File: config.mk
export PLATFORM = sky130hd
export DESIGN_NAME = zpk_cell
export DESIGN_NICKNAME = d
export VERILOG_FILES = /design/src/rtl/zpk_transfer_function_eval_core_defines.svh /design/src/rtl/zpk_pkg.sv /design/src/rtl/zpk_cell.sv
export SDC_FILE = /design/constraint.sdc
export NUM_CORES = 1
export LEC_CHECK = 0
export BUFFER_PORTS_ARGS = -buffer_cell sky130_fd_sc_hd__buf_2
export CORE_MARGIN = 8
export CORE_UTILIZATION = 47
export DETAILED_ROUTE_END_ITERATION = 8
export PLACE_DENSITY = 0.86
export SYNTH_ARGS = -nofsm -noshare
export SYNTH_HDL_FRONTEND = slang
export SYNTH_SLANG_ARGS = --single-unit
File: constraint.sdc
create_clock -name clk -period 3.2 [get_ports clk]
set_input_delay 0.16 -clock clk [delete_from_list [all_inputs] [get_ports clk]]
set_output_delay 0.16 -clock clk [all_outputs]
set_load 0.05 [all_outputs]
File: src/rtl/zpk_transfer_function_eval_core_defines.svh
// Assertion helpers for the RTL file that checks itself.
// Each macro expects clk and rst_n in scope.
`ifndef ZPK_TRANSFER_FUNCTION_EVAL_CORE_DEFINES_SVH
`define ZPK_TRANSFER_FUNCTION_EVAL_CORE_DEFINES_SVH

// Same-cycle implication.
`define ZPK_ASSERT_NOW(lbl, ante, cons, msg) \
    lbl: assert property (@(posedge clk) disable iff (!rst_n) (ante) |-> (cons)) \
        else $error(msg);

// Next-cycle implication.
`define ZPK_ASSERT_NEXT(lbl, ante, cons, msg) \
    lbl: assert property (@(posedge clk) disable iff (!rst_n) (ante) |=> (cons)) \
        else $error(msg);

`endif

File: src/rtl/zpk_pkg.sv
package zpk_pkg;

    localparam int MaxOrder  = 8;
    localparam int StepW     = $clog2(MaxOrder + 1);
    localparam int SlotW     = 3;
    localparam int ValW      = 24;
    localparam int DiffW     = ValW + 1;
    localparam int CntW      = 4;
    localparam int CfgIdxW   = 3;
    localparam int MantW     = 31;
    localparam int ProdW     = 2 * MantW;
    localparam int NormW     = 64;
    localparam int ExpW      = 16;
    localparam int DivW      = 30;
    localparam int QuoW      = 33;
    localparam int OutW      = 32;
    localparam int DivSteps  = 32;
    localparam int DivCntW   = $clog2(DivSteps + 1);
    localparam int FracBits  = 20;

    localparam logic signed [MantW-1:0] MantInit = MantW'(64'd1 << 29);
    localparam logic signed [ExpW-1:0]  ExpInit  = -16'sd29;
    localparam logic signed [ValW-1:0]  GainInit = 24'sd1048576;

    localparam logic [1:0] MODE_LOAD_ZERO = 2'd0;
    localparam logic [1:0] MODE_LOAD_POLE = 2'd1;
    localparam logic [1:0] MODE_EVAL      = 2'd2;
    localparam logic [1:0] MODE_UNUSED    = 2'd3;

    localparam logic [CfgIdxW-1:0] CFG_GAIN_RE    = 3'd0;
    localparam logic [CfgIdxW-1:0] CFG_GAIN_IM    = 3'd1;
    localparam logic [CfgIdxW-1:0] CFG_IS_DIGITAL = 3'd2;
    localparam logic [CfgIdxW-1:0] CFG_ZERO_COUNT = 3'd3;
    localparam logic [CfgIdxW-1:0] CFG_POLE_COUNT = 3'd4;

    typedef struct packed {
        logic signed [ValW-1:0] re;
        logic signed [ValW-1:0] im;
    } cplx_val_t;

endpackage

File: src/rtl/zpk_cell.sv
// One store slot: a zero and a pole; rotate toward the head when shifting.
module zpk_cell import zpk_pkg::*;
(
    input  logic      clk,
    input  logic      zero_we,
    input  logic      pole_we,
    input  cplx_val_t wdata,
    input  logic      shift_en,
    input  cplx_val_t zero_in,
    input  cplx_val_t pole_in,
    output cplx_val_t zero_out,
    output cplx_val_t pole_out
);

    cplx_val_t zero_reg;
    cplx_val_t pole_reg;

    always_ff @(posedge clk)
    begin
        if (zero_we)
        begin
            zero_reg <= wdata;
        end
        else if (shift_en)
        begin
            zero_reg <= zero_in;
        end
        if (pole_we)
        begin
            pole_reg <= wdata;
        end
        else if (shift_en)
        begin
            pole_reg <= pole_in;
        end
    end

    assign zero_out = zero_reg;
    assign pole_out = pole_reg;

endmodule

==> impl_metrics.env <==
export IMPL_num_rows=34
export IMPL_dp_cells=549
export IMPL_peakVddDrop_mv=0.277
export IMPL_wire_per_inst_um=20.6
export IMPL_slew_viol_final=0
export IMPL_cts_resized=0
export IMPL_final_common_cell="buf_2"
export IMPL_drtPass1Iterations=4
export IMPL_p_leak_nw=2.50
export IMPL_fin_crit_sh_pct=39.2
export IMPL_cts_root_buf="clkbuf_8"
export IMPL_finalNetCount=600
export IMPL_grt_overflow_total=0
export IMPL_fill_cells=670
export IMPL_grt_pass1_wl_um=16900
export IMPL_netlist_area_sq_um=4130
export IMPL_rsz0062_at_grt="no"
export IMPL_cp_start_kind="input pin"
export IMPL_io_pins=244
export IMPL_syn_to_final_growth_pct=36.0
export IMPL_grtUsageTotal_pct=18.7
export IMPL_crit_path_max_fanout=28
export IMPL_hold_class="input pin to flop"
export IMPL_core_sq_um=8640
export IMPL_fin_crit_ns=1.26
export IMPL_final_cell_mix="buf_2 (243), edfxtp_1 (96), mux2_2 (78)"
export IMPL_cp_data_required_time_ns=3.22
export IMPL_syn_area_per_cell_sq_um=20.3
export IMPL_setup_tns_ns=0
export IMPL_place_congestion=0.775
export IMPL_synth_distinct_cells=6
export IMPL_antenna_left=0
export IMPL_hold_viol=0
export IMPL_dieArea_sq_um=12100
export IMPL_grt_max_degree=49
export IMPL_synth_seq_cells=96
export IMPL_cts_hold_buf=0
export IMPL_critical_path_class="input pin to flop"
export IMPL_die_h_um=110
export IMPL_cp_arrival_ns=1.28
export IMPL_initial_core_util_pct=47.9
export IMPL_yosys_warnings=0
export IMPL_post_cts_buffers=0
export IMPL_grt_pass1_vias=3151
export IMPL_clk_pin_slew_worst_paths_ns=0.10
export IMPL_cp_end_kind="flop"
export IMPL_postSynthNetCount=352
export IMPL_fmax_mhz=796
export IMPL_cts_path_max_buffers=2
export IMPL_die_w_um=110
export IMPL_worstMarginPinSlew_ns=0.847
export IMPL_maxCapViolCount=0
export IMPL_post_dp_hpwl_um=9060
export IMPL_drc=0
export IMPL_htreeDepth=3
export IMPL_slew_headroom_pct=43.5
export IMPL_drive_above_1_share_pct=78.9
export IMPL_cts_tree="built"
export IMPL_via_count=2760
export IMPL_synth_cells=204
export IMPL_clock_sinks=96
export IMPL_fin_cells=563
export IMPL_numPortBuffers=243
export IMPL_power_density_nw_per_um2=579
export IMPL_setup_viol=0
export IMPL_cts_inserted_buffers=9
export IMPL_outcome="finished, final reports clean"
export IMPL_synth_seq_area_share_pct=69.7
export IMPL_diodes=0
export IMPL_drt_wl_total_um=11600
export IMPL_crit_path_end="pole_out[18]"
export IMPL_vias_per_cell=4.90
export IMPL_crit_start="shift_en"
export IMPL_first_iter_violations=79
export IMPL_antenna_found_initial=0
## cell type report
type                       instances  area [sq um]  share of cell area (%)
clock inverter                     5          60.1                    1.07
clock buffer                       9           124                    2.20
multi-input combinational         98          1160                    20.7
sequential                        96          2880                    51.3
timing repair buffer             247          1260                    22.4
tap                              108           135                    2.40
## cell usage after synthesis
library cell	count	area share (%)
edfxtp_1	96	70
or2_1	2	0.30
buf_4	6	1.1
mux2_2	78	21
mux2_4	18	6.5
buf_6	4	1.1
## stage by stage
stage	util, %	hold WS (ns)	cell area [sq um]	power (mW)	setup WS, ns
floorplan	-	0.377	4130	2.26	1.24
global placement	63.0	0.460	5440	2.51	1.61
detailed placement	63.0	0.465	5440	2.53	1.54
CTS	65.1	0.0814	5620	3.29	1.91
global route	65.1	0.0864	5620	3.36	1.84
finish	65.1	0.106	5620	3.25	1.94
## how the worst min path moves through the flow
stage / to / cells past startpoint / start / slack [ns]
finish: zero_out[7] / 2 / zero_in[7] / 0.11
global route: pole_out[32] / 2 / pole_in[32] / 0.09
CTS: pole_out[19] / 2 / pole_in[19] / 0.08
detailed placement: pole_out[36] / 2 / pole_in[36] / 0.46
global placement: zero_out[35] / 2 / zero_in[35] / 0.46
floorplan: pole_out[38] / 1 / wdata[38] / 0.38
## state kept, by name, indices dropped and copies added (netlist names)
register,flops
pole_out,48
zero_out,48
## kinds of logic (layout without fill, tap and decap cells)
group	after synthesis	count (layout)	share of synthesized area, %
mux	96	96	27.8
flops	96	96	69.7
buf+inv	10	261	2.18
simple gates	2	2	0.303
## critical path: stages
cell	delay, ns
buf_2	0.12
or2_2	0.58
buf_4	0.41
## power breakdown
group	total (mW)	leakage, nW	internal (mW)	switching, mW
logic	0.911	1.44	0.253	0.658
registers	1.58	0.978	1.54	0.0367
clock network	0.764	0.0794	0.353	0.411
## per-layer routing
layer	vias to the layer above	part of all wire, %	global-route usage, %
met2	150	53	33.8
met5	-	0	0
met1	1296	36	19.9
li1	1303	-	-
met4	0	1.1	6.56
met3	11	10	6.15
No activity file was read; power rests on OpenSTA's default activity.
