$ cat src/rtl/zpk_transfer_function_eval_core_defines.svh
// Assertion helpers for the RTL file that checks itself.
// Each macro expects clk and rst_n in scope.
`ifndef ZPK_TRANSFER_FUNCTION_EVAL_CORE_DEFINES_SVH
`define ZPK_TRANSFER_FUNCTION_EVAL_CORE_DEFINES_SVH

// Same-cycle implication.
`define ZPK_ASSERT_NOW(lbl, ante, cons, msg) \
    lbl: assert property (@(posedge clk) disable iff (!rst_n) (ante) |-> (cons)) \
        else $error(msg);

// Next-cycle implication.
`define ZPK_ASSERT_NEXT(lbl, ante, cons, msg) \
    lbl: assert property (@(posedge clk) disable iff (!rst_n) (ante) |=> (cons)) \
        else $error(msg);

`endif

$ cat src/rtl/zpk_pkg.sv
package zpk_pkg;

    localparam int MaxOrder  = 8;
    localparam int StepW     = $clog2(MaxOrder + 1);
    localparam int SlotW     = 3;
    localparam int ValW      = 24;
    localparam int DiffW     = ValW + 1;
    localparam int CntW      = 4;
    localparam int CfgIdxW   = 3;
    localparam int MantW     = 31;
    localparam int ProdW     = 2 * MantW;
    localparam int NormW     = 64;
    localparam int ExpW      = 16;
    localparam int DivW      = 30;
    localparam int QuoW      = 33;
    localparam int OutW      = 32;
    localparam int DivSteps  = 32;
    localparam int DivCntW   = $clog2(DivSteps + 1);
    localparam int FracBits  = 20;

    localparam logic signed [MantW-1:0] MantInit = MantW'(64'd1 << 29);
    localparam logic signed [ExpW-1:0]  ExpInit  = -16'sd29;
    localparam logic signed [ValW-1:0]  GainInit = 24'sd1048576;

    localparam logic [1:0] MODE_LOAD_ZERO = 2'd0;
    localparam logic [1:0] MODE_LOAD_POLE = 2'd1;
    localparam logic [1:0] MODE_EVAL      = 2'd2;
    localparam logic [1:0] MODE_UNUSED    = 2'd3;

    localparam logic [CfgIdxW-1:0] CFG_GAIN_RE    = 3'd0;
    localparam logic [CfgIdxW-1:0] CFG_GAIN_IM    = 3'd1;
    localparam logic [CfgIdxW-1:0] CFG_IS_DIGITAL = 3'd2;
    localparam logic [CfgIdxW-1:0] CFG_ZERO_COUNT = 3'd3;
    localparam logic [CfgIdxW-1:0] CFG_POLE_COUNT = 3'd4;

    typedef struct packed {
        logic signed [ValW-1:0] re;
        logic signed [ValW-1:0] im;
    } cplx_val_t;

endpackage

$ cat src/rtl/zpk_div.sv
// Restoring divider for both quotient parts: one integer bit, then one
// fraction bit per cycle.
module zpk_div import zpk_pkg::*;
(
    input  logic            clk,
    input  logic            rst_n,
    input  logic            start,
    input  logic [DivW-1:0] n_re,
    input  logic [DivW-1:0] n_im,
    input  logic [DivW-1:0] d,
    output logic            done,
    output logic [QuoW-1:0] q_re,
    output logic [QuoW-1:0] q_im
);

    logic [DivW-1:0]    d_reg;
    logic [DivW-1:0]    rem_re_reg;
    logic [DivW-1:0]    rem_im_reg;
    logic [QuoW-1:0]    q_re_reg;
    logic [QuoW-1:0]    q_im_reg;
    logic [DivCntW-1:0] cnt_reg;
    logic               done_reg;
    logic [DivW:0]      t_re;
    logic [DivW:0]      t_im;
    logic               ge_re;
    logic               ge_im;

    assign t_re  = {rem_re_reg, 1'b0};
    assign t_im  = {rem_im_reg, 1'b0};
    assign ge_re = t_re >= {1'b0, d_reg};
    assign ge_im = t_im >= {1'b0, d_reg};

    always_ff @(posedge clk or negedge rst_n)
    begin
        if (!rst_n)
        begin
            cnt_reg  <= '0;
            done_reg <= 1'b0;
        end
        else
        begin
            done_reg <= 1'b0;
            if (start)
            begin
                cnt_reg <= DivCntW'(DivSteps);
            end
            else if (cnt_reg != '0)
            begin
                cnt_reg  <= cnt_reg - 1'b1;
                done_reg <= (cnt_reg == DivCntW'(1));
            end
        end
    end

    always_ff @(posedge clk)
    begin
        if (start)
        begin
            d_reg      <= d;
            rem_re_reg <= (n_re >= d) ? n_re - d : n_re;
            rem_im_reg <= (n_im >= d) ? n_im - d : n_im;
            q_re_reg   <= QuoW'(n_re >= d);
            q_im_reg   <= QuoW'(n_im >= d);
        end
        else if (cnt_reg != '0)
        begin
            rem_re_reg <= ge_re ? DivW'(t_re - {1'b0, d_reg}) : t_re[DivW-1:0];
            rem_im_reg <= ge_im ? DivW'(t_im - {1'b0, d_reg}) : t_im[DivW-1:0];
            q_re_reg   <= {q_re_reg[QuoW-2:0], ge_re};
            q_im_reg   <= {q_im_reg[QuoW-2:0], ge_im};
        end
    end

    assign done = done_reg;
    assign q_re = q_re_reg;
    assign q_im = q_im_reg;

endmodule

$ cat config.mk
export PLATFORM = sky130hd
export DESIGN_NAME = zpk_div
export DESIGN_NICKNAME = d
export VERILOG_FILES = /design/src/rtl/zpk_transfer_function_eval_core_defines.svh /design/src/rtl/zpk_pkg.sv /design/src/rtl/zpk_div.sv
export SDC_FILE = /design/constraint.sdc
export NUM_CORES = 1
export LEC_CHECK = 0
export ABC_CLOCK_PERIOD_IN_PS = 5180
export BUFFER_PORTS_ARGS = -buffer_cell sky130_fd_sc_hd__clkbuf_2
export CAP_MARGIN = 20
export CORE_ASPECT_RATIO = 1.25
export CORE_UTILIZATION = 36
export DETAILED_ROUTE_END_ITERATION = 8
export PLACE_DENSITY_LB_ADDON = 0.2
export SLEW_MARGIN = 0
export SYNTH_ARGS = -nofsm -noshare
export SYNTH_HDL_FRONTEND = slang
export SYNTH_SLANG_ARGS = --single-unit
$ cat constraint.sdc
create_clock -name clk -period 5.18 [get_ports clk]
set_input_delay 0.777 -clock clk [delete_from_list [all_inputs] [get_ports clk]]
set_output_delay 0.777 -clock clk [all_outputs]
set_load 0.02 [all_outputs]
==> results_tabular.tex <==
\begin{tabular}{lr}
\hline
Metric & Value \\
\hline
\multicolumn{2}{l}{\textbf{Status}} \\
Run status & complete, no violations \\
\multicolumn{2}{l}{\textbf{Clocking}} \\
Maximum buffer depth of the clock tree & 2 \\
Clock root buffer & sky130\_fd\_sc\_hd\_\_clkbuf\_16 \\
Later-pin clock latency in the skew report & 450 ps \\
Num CTS Buffers & 17 \\
Post-CTS Repair Setup Buffers & 0 \\
Post-CTS Hold Fix Bufs & 0 \\
Number of H-tree branching levels & 4 \\
Clock slew seen by the registers of the worst setup and hold paths & 70 ps \\
Quantity of gates resized following cts & 0 \\
Num Clock Sinks & 163 \\
CTS tree & built \\
\multicolumn{2}{l}{\textbf{Routing}} \\
Total via count in the routed design & 11800 \\
Violation count after the first detailed-route iteration & 683 \\
Wirelength per Cell & 18.8 µm \\
Routed vias/inst & 5.58 \\
Number of iterations in the first detailed-routing pass & 6 \\
Number of nets with antenna violations after routing & 0 \\
DRC errors left & 0 \\
Total Routed Length & 39900 µm \\
\multicolumn{2}{l}{\textbf{Placed design}} \\
Worst Setup Slack post-DPL & 861 ps \\
Routability Congestion & 0.908 \\
IO buf count & 159 \\
Final HPWL from detailed placement & 31700 µm \\
\multicolumn{2}{l}{\textbf{Logic synthesis}} \\
Leading post-synthesis cells by instance count & sky130\_fd\_sc\_hd\_\_a21oi\_1, sky130\_fd\_sc\_hd\_\_nand2\_1, sky130\_fd\_sc\_hd\_\_ha\_1 \\
\#FFs+latches synth & 163 \\
Post-synthesis cell type count & 98 \\
Cell with the most instances after synthesis & sky130\_fd\_sc\_hd\_\_a21oi\_1 \\
Sequential area share after synthesis & 0.317 \\
Synthesized cell area & 0.0133 mm² \\
Cell type contributing the most total cell area after synthesis & sky130\_fd\_sc\_hd\_\_edfxtp\_1 \\
Instance count of the mapped netlist & 1509 \\
Share of the synthesized area in the top cell type & 0.207 \\
Synth Flop Type & sky130\_fd\_sc\_hd\_\_edfxtp\_1 \\
Net count after synthesis & 1728 \\
Warnings, synthesis & 0 \\
Number of enable-type register cells in the synthesized netlist & 92 \\
Proportion of synthesized flip-flops having asynchronous set or reset & 0.0429 \\
Biggest area contributors in the synthesized netlist & sky130\_fd\_sc\_hd\_\_edfxtp\_1, sky130\_fd\_sc\_hd\_\_ha\_1, sky130\_fd\_sc\_hd\_\_dfxtp\_1 \\
Average footprint of a synthesized cell & 8.83 µm² \\
\multicolumn{2}{l}{\textbf{STA}} \\
Max-slew violation count & 0 \\
Setup ws final & 1220 ps \\
Unrepaired setup endpoints after global routing & no \\
Max\_slew headroom & 0.268 \\
Fin Clk Skew & 16.9 ps \\
Sum of negative setup slack & 0 ps \\
Period Utilization, post-route & 0.765 \\
Peak Freq & 252 MHz \\
Count of endpoints failing setup in the final report & 0 \\
Period minus WS final & 3960 ps \\
Worst-margin pin slew & 1100 ps \\
Hold Violations, Final & 0 \\
\multicolumn{2}{l}{\textbf{Job}} \\
Number of maximum-capacitance violations & 0 \\
\multicolumn{2}{l}{\textbf{Power}} \\
Power density over cell area & 507 mW/mm² \\
LEAKAGE & 6.66 nW \\
Max VDD drop & 0.273 mV \\
\multicolumn{2}{l}{\textbf{GRT}} \\
First-pass GRT wire length & 61500 µm \\
Global-route usage over all layers & 0.209 \\
Largest net degree at the start of global routing & 97 \\
Total grt overflow & 0 \\
Number of global-route vias before repair & 11300 \\
Number of antenna violations at the first check in global routing & 0 \\
\multicolumn{2}{l}{\textbf{Die}} \\
Die X-Extent & 174 µm \\
Die Span Y & 217 µm \\
Initial core utilization & 0.366 \\
Die Area & 0.0378 mm² \\
Floorplan row count & 78 \\
Area of the core & 0.0364 mm² \\
\# IOs & 160 \\
\multicolumn{2}{l}{\textbf{Cells and area}} \\
Filler Cells Inserted & 3673 \\
Antenna cells & 0 \\
Area growth syn-to-layout & 13.2\% \\
Final cell utilization of the core & 0.414 \\
Fin nets & 1850 \\
Share of post-route cells with drive strength above 1 & 0.154 \\
\multicolumn{2}{l}{\textbf{Critical path}} \\
Data arrival, critical path & 4150 ps \\
Kind of capture point of the worst setup path & flip-flop \\
Max Fanout on Critical Path & 26 \\
Category of the most critical setup path & flip-flop to flip-flop \\
Data required time of the critical path & 5370 ps \\
Type of element launching the critical path & flip-flop \\
\multicolumn{2}{l}{\textbf{Worst hold path}} \\
Worst min-delay path category & primary input to asynchronous set/reset pin \\
\hline
\end{tabular}
[metal layers]
metal  global-route usage  wire length (µm)  vias to the layer above
met2                0.344             18200                      414
met1                0.275             18000                     5521
met3               0.0267              2440                       56
met4               0.0889              1270                        0
met5                    0                 0                        -
li1                     -                 -                     5855
[critical path, stage by stage, from the launching register on]
cell                        delay (ps)
sky130_fd_sc_hd__edfxtp_1          340
sky130_fd_sc_hd__inv_1             100
sky130_fd_sc_hd__ha_1              460
sky130_fd_sc_hd__nand4_1           270
sky130_fd_sc_hd__or3_1             440
sky130_fd_sc_hd__o211ai_2          270
sky130_fd_sc_hd__a221oi_2          150
sky130_fd_sc_hd__o21bai_4          200
sky130_fd_sc_hd__a2bb2oi_4         670
sky130_fd_sc_hd__buf_4             300
sky130_fd_sc_hd__and2b_1           200
sky130_fd_sc_hd__a211oi_2          210
sky130_fd_sc_hd__a21oi_1            60
[power breakdown]
group	internal (W)	switching (W)	total, W	leakage [nW]
registers	0.00179	0.000185	0.00197	1.55
logic	0.00183	0.00260	0.00443	4.83
clock network	0.000641	0.000604	0.00124	0.283
total	0.00426	0.00339	0.00765	6.66
[layout make-up]
cell class,count,area [µm²],area share
clock buffers,18,429,0.0285
clock inverters,14,134,0.00888
inverters,98,368,0.0244
multi-input cells,1181,8430,0.559
flip-flops and latches,163,4220,0.280
well taps,480,601,0.0398
repair buffers,170,893,0.0592
[cells in the final DEF (no fill, tap or decap), types with 7 or more instances in the layout]
cell                        instances
sky130_fd_sc_hd__a211oi_1          30
sky130_fd_sc_hd__a211oi_2           9
sky130_fd_sc_hd__a21o_1            47
sky130_fd_sc_hd__a21oi_1          158
sky130_fd_sc_hd__a22o_1            65
sky130_fd_sc_hd__a22oi_1            7
sky130_fd_sc_hd__a31oi_1           14
sky130_fd_sc_hd__and2_1            13
sky130_fd_sc_hd__and3_1            11
sky130_fd_sc_hd__and4_1             7
sky130_fd_sc_hd__buf_4             11
sky130_fd_sc_hd__clkbuf_16         17
sky130_fd_sc_hd__clkbuf_2         158
sky130_fd_sc_hd__dfrtp_1            7
sky130_fd_sc_hd__dfxtp_1           64
sky130_fd_sc_hd__edfxtp_1          92
sky130_fd_sc_hd__ha_1             122
sky130_fd_sc_hd__inv_1             95
sky130_fd_sc_hd__mux2i_1           26
sky130_fd_sc_hd__nand2_1          135
sky130_fd_sc_hd__nand2b_1          10
sky130_fd_sc_hd__nand3_1           32
sky130_fd_sc_hd__nand4_1           14
sky130_fd_sc_hd__nor2_1            71
sky130_fd_sc_hd__nor2b_1           21
sky130_fd_sc_hd__nor3_1            21
sky130_fd_sc_hd__o211ai_1          21
sky130_fd_sc_hd__o21a_1            15
sky130_fd_sc_hd__o21ai_0           72
sky130_fd_sc_hd__o21ai_1           29
sky130_fd_sc_hd__o21bai_1          10
sky130_fd_sc_hd__xnor2_1           62
sky130_fd_sc_hd__xor2_1            37
[through the flow]
stage / cell area (µm²) / hold WS [ps] / power [W] / instances
5_1_grt: 15100 / 151 / 0.00822 / 2124
3_3_place_gp: 14500 / 461 / 0.00634 / 2092
3_5_place_dp: 14500 / 470 / 0.00637 / 2092
4_1_cts: 15100 / 139 / 0.00766 / 2124
6_report: 15100 / 163 / 0.00765 / 2124
2_1_floorplan: 13300 / 481 / 0.00541 / 1509
[worst paths after layout]
path / from / cells past startpoint / slack, ps / end
worst max register to register: d_reg[16] / 12 / 1220 / rem_re_reg[5]
worst min register to register: q_re[32] / 1 / 480 / q_re[32]
max in group asynchronous: rst_n / 1 / 4850 / cnt_reg[3]
worst max-delay path: d_reg[16] / 12 / 1220 / rem_re_reg[5]
worst min-delay path: rst_n / 1 / 160 / cnt_reg[1]
min in group clk: q_re[32] / 1 / 480 / q_re[32]
[kinds of logic (layout without fill, tap and decap cells)]
kind of cell / after synthesis / after routing / synth area share
adders and majority gates: 126 / 126 / 0.121
xor gates and xnor gates: 99 / 99 / 0.0651
and+or+nand+nor: 369 / 369 / 0.133
AOI/OAI and AO/OA: 555 / 555 / 0.287
buffers and inverters: 165 / 300 / 0.0521
DFF: 163 / 163 / 0.317
muxes: 32 / 32 / 0.0252
(Power assumes the default switching activity.)
